File: src/mwp_pkg.sv
package mwp_pkg;

    // Result kinds carried in the kind field of a result word.
    typedef enum logic [1:0] {
        KIND_HEADER = 2'd0,
        KIND_SAMPLE = 2'd1,
        KIND_ERROR  = 2'd2
    } kind_t;

    // Error codes reported with an error result.
    typedef enum logic [3:0] {
        ERR_NONE     = 4'd0,
        ERR_RIFF     = 4'd1,
        ERR_WAVE     = 4'd2,
        ERR_FMT_TAG  = 4'd3,
        ERR_FMT_SIZE = 4'd4,
        ERR_NOT_PCM  = 4'd5,
        ERR_NOT_MONO = 4'd6,
        ERR_DATA_TAG = 4'd7,
        ERR_BAD_BITS = 4'd8
    } err_code_t;

    // Chunk tags, first file byte in the low lane.
    localparam logic [31:0] TAG_RIFF = 32'h4646_4952;
    localparam logic [31:0] TAG_WAVE = 32'h4556_4157;
    localparam logic [31:0] TAG_FMT  = 32'h2074_6D66;
    localparam logic [31:0] TAG_DATA = 32'h6174_6164;

    localparam logic [7:0] FMT_CHUNK_SIZE = 8'd16;
    localparam logic [7:0] PCM_OFFSET     = 8'h80;

    localparam int unsigned MAX_SAMPLE_BITS = 32;

    // Header geometry.
    localparam int unsigned POS_W       = 6;
    localparam logic [POS_W-1:0] HEADER_LAST = 6'd43;

    // Division by three is a multiplication by (2^33 + 1) / 3 and a shift by 33.
    localparam logic [31:0] RECIP_THREE = 32'hAAAA_AAAB;

    // Commands from the controller to the datapath.
    typedef struct packed {
        logic      clear;
        logic      hdr_take;
        logic      div_start;
        logic      div_step;
        logic      smp_take;
        logic      emit;
        kind_t     emit_kind;
        err_code_t emit_code;
    } cmd_t;

    // Status from the datapath to the controller.
    typedef struct packed {
        err_code_t hdr_code;
        logic      hdr_last;
        logic      bits_ok;
        logic      smp_full;
        logic      cnt_one;
        logic      cnt_zero;
        logic      out_busy;
        logic      restart;
    } sts_t;

endpackage

File: src/mwp_ctrl.sv
module mwp_ctrl
    import mwp_pkg::*;
(
    input  logic clk,
    input  logic rst_n,
    input  logic in_valid,
    output logic in_ready,
    input  sts_t sts,
    output cmd_t cmd
);

    typedef enum logic [4:0] {
        ST_HEADER  = 5'b00001,
        ST_DIVIDE  = 5'b00010,
        ST_HDR_OUT = 5'b00100,
        ST_SAMPLES = 5'b01000,
        ST_IDLE    = 5'b10000
    } state_t;

    state_t state_reg;
    state_t state_next;
    logic   accept;
    logic   in_header;

    // A byte is taken unless the divider runs, the header result waits,
    // or the result register still holds an unread word.
    assign in_ready = (state_reg != ST_DIVIDE) && (state_reg != ST_HDR_OUT) && !sts.out_busy;
    assign accept   = in_valid && in_ready;

    // A restart byte is always parsed as the first header byte.
    assign in_header = sts.restart || (state_reg == ST_HEADER);

    always_comb
    begin
        state_next = state_reg;
        cmd        = '0;
        cmd.emit_kind = KIND_HEADER;
        cmd.emit_code = ERR_NONE;
        unique case (state_reg)
            ST_HEADER, ST_SAMPLES, ST_IDLE:
            begin
                if (accept)
                begin
                    cmd.clear = sts.restart;
                    if (in_header)
                    begin
                        state_next = ST_HEADER;
                        if (sts.hdr_code != ERR_NONE)
                        begin
                            cmd.emit      = 1'b1;
                            cmd.emit_kind = KIND_ERROR;
                            cmd.emit_code = sts.hdr_code;
                            state_next    = ST_IDLE;
                        end
                        else if (sts.hdr_last && !sts.bits_ok)
                        begin
                            cmd.emit      = 1'b1;
                            cmd.emit_kind = KIND_ERROR;
                            cmd.emit_code = ERR_BAD_BITS;
                            state_next    = ST_IDLE;
                        end
                        else
                        begin
                            cmd.hdr_take = 1'b1;
                            if (sts.hdr_last)
                            begin
                                cmd.div_start = 1'b1;
                                state_next    = ST_DIVIDE;
                            end
                        end
                    end
                    else if (state_reg == ST_SAMPLES)
                    begin
                        cmd.smp_take = 1'b1;
                        if (sts.smp_full)
                        begin
                            cmd.emit      = 1'b1;
                            cmd.emit_kind = KIND_SAMPLE;
                            if (sts.cnt_one)
                            begin
                                state_next = ST_IDLE;
                            end
                        end
                    end
                end
            end
            ST_DIVIDE:
            begin
                cmd.div_step = 1'b1;
                state_next   = ST_HDR_OUT;
            end
            ST_HDR_OUT:
            begin
                if (!sts.out_busy)
                begin
                    cmd.emit      = 1'b1;
                    cmd.emit_kind = KIND_HEADER;
                    state_next    = sts.cnt_zero ? ST_IDLE : ST_SAMPLES;
                end
            end
            default:
            begin
                state_next = ST_HEADER;
            end
        endcase
    end

    always_ff @(posedge clk or negedge rst_n)
    begin
        if (!rst_n)
        begin
            state_reg <= ST_HEADER;
        end
        else
        begin
            state_reg <= state_next;
        end
    end

endmodule

File: config.mk
export PLATFORM = sky130hd
export DESIGN_NAME = mwp_ctrl
export DESIGN_NICKNAME = d
export VERILOG_FILES = /design/src/mwp_pkg.sv /design/src/mwp_ctrl.sv
export SDC_FILE = /design/constraint.sdc
export NUM_CORES = 1
export LEC_CHECK = 0
export ABC_AREA = 1
export BUFFER_PORTS_ARGS = -buffer_cell sky130_fd_sc_hd__buf_2
export CAP_MARGIN = 40
export CORE_MARGIN = 1
export CORE_UTILIZATION = 44
export DETAILED_ROUTE_END_ITERATION = 12
export HOLD_SLACK_MARGIN = 0.1
export PLACE_DENSITY = 0.76
export RECOVER_POWER = 50
export SYNTH_ARGS = -nofsm -noshare
export SYNTH_HDL_FRONTEND = slang
export SYNTH_SLANG_ARGS = --single-unit
File: constraint.sdc
create_clock -name clk -period 1.8 [get_ports clk]
set_input_delay 0.27 -clock clk [delete_from_list [all_inputs] [get_ports clk]]
set_output_delay 0.27 -clock clk [all_outputs]
set_load 0.005 [all_outputs]
# [After elaboration in Yosys (flattened, before gate mapping)]
# Cells that the tools add are included.
[totals] regBits=5 input_bits=14 output_inout_bits=13 elab_cells=53
[classes] eq_ne=12 muxes=30 reduce_logical=10
[ops] operator="$mux 5" count=9
[ops] operator="$mux 3" count=5
[ops] operator="$pmux 5 s3" count=1
[ops] operator="$mux 7" count=2
[ops] operator="$mux 4" count=3
[ops] operator="$ne 3x3->1 const B" count=3
[ops] operator="$mux 2" count=4
[ops] operator="$mux 8" count=1
[ops] operator="$pmux 3 s2" count=1
[ops] operator="$eq 5x1->1 const B" count=1
[ops] operator="$eq 5x2->1 const B" count=1
[ops] operator="$eq 5x3->1 const B" count=1
[ops] operator="$eq 5x4->1 const B" count=1
[ops] operator="$eq 5x5->1 const B" count=1
[ops] operator="$ne 5x2->1 const B" count=1
[ops] operator="$ne 5x3->1 const B" count=1
[ops] operator="$reduce_and 5->1" count=1
[ops] operator="$logic_and 1x1->1" count=4
[ops] operator="$mux 1" count=4
[ops] operator="$ne 2x2->1 const B" count=2
[ops] operator="$reduce_bool 4->1" count=1
[ops] operator="$reduce_or 3->1" count=1
[ops] operator="$logic_not 1->1" count=2
[ops] operator="$logic_or 1x1->1" count=1

# [Depth between registers and ports, before layout]
[logic_depth] word_depth=7 mapped_depth=10 mapped_depth_nobuf=10

# [Least setup slack after synthesis]
# No wires, ideal clock.
[synth_timing] kind="register to output" start="register state_reg[0]" end="output port cmd[10] (netlist bit)" t_arrival_ns=1.159 t_required_ns=1.530 slack_ns=0.371 stages_incl_launch_ff=7 path_buffers=0 path_cell_list="dfstp_2 > nor2_2 > nand3_2 > nand3_4 > nor2_8 > nand3_2 > nor3_2"
[synth_rtl] element="from (decl)" line_no="mwp_ctrl.sv:20" source="state_t state_reg;"
[synth_rtl] element="from (signal assigned)" line_no="mwp_ctrl.sv:116" source="state_reg <= state_next;"
[synth_rtl] element="to (decl)" line_no="mwp_ctrl.sv:9" source="output cmd_t cmd"

==> flow_metrics.tcl <==
set metrics [dict create \
    vias_per_cell 4.94 \
    largest_register_ffs 5 \
    drtAntennaViolNets 0 \
    crit_path_top_delay_cell "dfstp_2" \
    grt_max_degree 8 \
    grt_pass1_wl_um 2500 \
    grt_pass1_vias 615 \
    fin_ws_ns -0.0470 \
    diodes 0 \
    period_needed_ns 1.85 \
    timing_hold_violations_final 0 \
    syn_area_um2 571 \
    finalCritPeriodShare_pct 103 \
    power.density_nw_per_um2 1020 \
    antenna_found_initial 0 \
    stdcell_area_um2 855 \
    portBuffers 26 \
    drive_above_1_share_pct 45.3 \
    cts_buffer_depth 2 \
    worstPathMaxFanout 5 \
    place_area_um2 718 \
    end_kind "primary output" \
    cp_cell_sequence "buf_4, nand4_4, nand3_4, nand3_4, nor2_1, buf_2" \
    maxCapViolCount 0 \
    cts-htree-levels 1 \
    yosysSeqAreaShare_pct 22.1 \
    peakVddDrop_mv 0.715 \
    syn_nets 103 \
    drc_errors 0 \
    pre_cts_ws_ns 0.150 \
    numCtsBuffers 3 \
    wl_per_cell_um 11.4 \
    start_kind "register" \
    violations "setup timing" \
    worstSetupPathType "register to primary output" \
    total_leakage_power_uw 0.000519 \
    grtUsageTotal_pct 25.3 \
    fin_nets 143 \
    cts_tree "done" \
    rsz0062_at_grt "yes" \
    setup_viol_count_final 11 \
    fp.dieH_um 38.0 \
    tightest_slew_ns 0.266 \
    wirelength_um 1620 \
    drt-pass1-iter-count 4 \
    fin_worst_skew_ns 0.00216 \
    insertion_delay_ns 0.24 \
    status "finished with violations" \
    fp.coreArea_um2 1160 \
    fillers 97 \
    ios 27 \
    finalMaxSlewViolations 0 \
    avgSynthCellArea_um2 6.41 \
    hold_path_class "input port to register" \
    syn2layout_area_growth_pct 49.8 \
    whs_ns 0.245 \
    rows 12 \
    cts.sink_count 5 \
    cts.clk_slew.worst_paths_ns 0.04 \
    hpwl_um 1170 \
    cp_common_cell "nand3_4" \
    synth.distinct_cells 18 \
    detail_route.iter0.violations 24 \
    max_freq_mhz 541 \
    slowest_delay_ns 0.56 \
    arrival_ns 1.58 \
    synth-seq-cells 5 \
    start_util_pct 49.4 \
    num_vias 702 \
    die_area_um2 1440 \
    die_x_um 38.0 \
    ys_warn_count 0 \
    routabilityCongestion 0.743 \
    required_ns 1.53 \
    relSlewSlack_pct 82.2 \
    postSynthCellCount 89 \
    gr-total-overflow 0 \
    root_buffer "clkbuf_4" \
]
through the flow:
stage / power [µW] / TNS, ns / cells / util, %
after floorplan: 483 / 0 / 89 / -
after global placement: 571 / 0 / 129 / 62.1
after detailed placement: 581 / 0 / 129 / 62.1
after CTS: 844 / -0.466 / 139 / 71.0
after global routing: 950 / -1.18 / 142 / 73.9
final: 870 / -0.349 / 142 / 73.9
timing repair:
action,in CTS,in global routing
setup buffers,5,3
hold buffers,1,0
resized for setup,5,3
hold endpoints to repair,5,0
setup endpoints to repair,11,11
pin swaps,5,2
Yosys cell counts, drive strengths merged:
library cell | n | area share (%)
nor3 | 4 | 5.3
nand4 | 3 | 6.6
dfrtp | 4 | 18
inv | 18 | 12
nand2 | 25 | 19
o21ai | 2 | 1.8
o22ai | 1 | 1.1
nor2 | 20 | 17
dfstp | 1 | 4.6
nand3 | 11 | 15
layout by cell type (no fill, tap or decap), drive strengths merged:
cell	synthesis	routed
buf	0	33
nand2	25	25
nor2	20	20
inv	18	18
nand3	11	11
clkbuf	0	5
dfrtp	4	4
nor3	4	4
nand4	3	3
o21ai	2	2
o22ai	1	1
dlygate4sd3	0	1
dfstp	1	1
cell type report:
cell class	instances	area, µm²	share of cell area [%]
clock buffers	4	26.3	3.07
inverters	18	67.6	7.91
multi-input cells	66	418	48.9
flip-flops and latches	5	126	14.8
well taps	14	17.5	2.05
repair buffers	35	199	23.3
critical path, delay by kind of cell (launching register included):
kind	cells	cell delay, ns
DFF	1	0.56
and+or+nand+nor	4	0.51
buffers and inverters	2	0.25
kinds of logic after synthesis:
| family | after synthesis | synth area share, % |
|---|---|---|
| buffers and inverters | 18 | 11.8 |
| flip-flops | 5 | 22.2 |
| AND/OR/NAND/NOR | 63 | 63.2 |
| AO/OA/AOI/OAI | 3 | 2.85 |
final timing paths:
kind	startpoint	end	slack, ns	cells past startpoint
worst max register to register	state_reg[0]	state_reg[4]	0.35	10
worst max-delay path	state_reg[0]	cmd[5]	-0.05	6
min in group asynchronous	rst_n	state_reg[3]	0.41	2
worst min register to register	state_reg[0]	state_reg[0]	0.49	2
max in group asynchronous	rst_n	state_reg[0]	1.12	2
worst min-delay path	sts[2]	state_reg[3]	0.24	2
report_power, final:
part / switching [µW] / internal [µW]
Combinational: 324 / 239
Sequential: 27.4 / 148
Clock: 47.0 / 83.9
Total: 399 / 471
metal layers:
layer | wire length [µm] | global-route usage (%) | up-vias
li1 | - | - | 355
met1 | 650 | 28.2 | 314
met2 | 871 | 44.4 | 29
met3 | 70 | 5.23 | 4
met4 | 27 | 14.3 | 0
met5 | 0 | 0 | -
(Power assumes the default switching activity.)
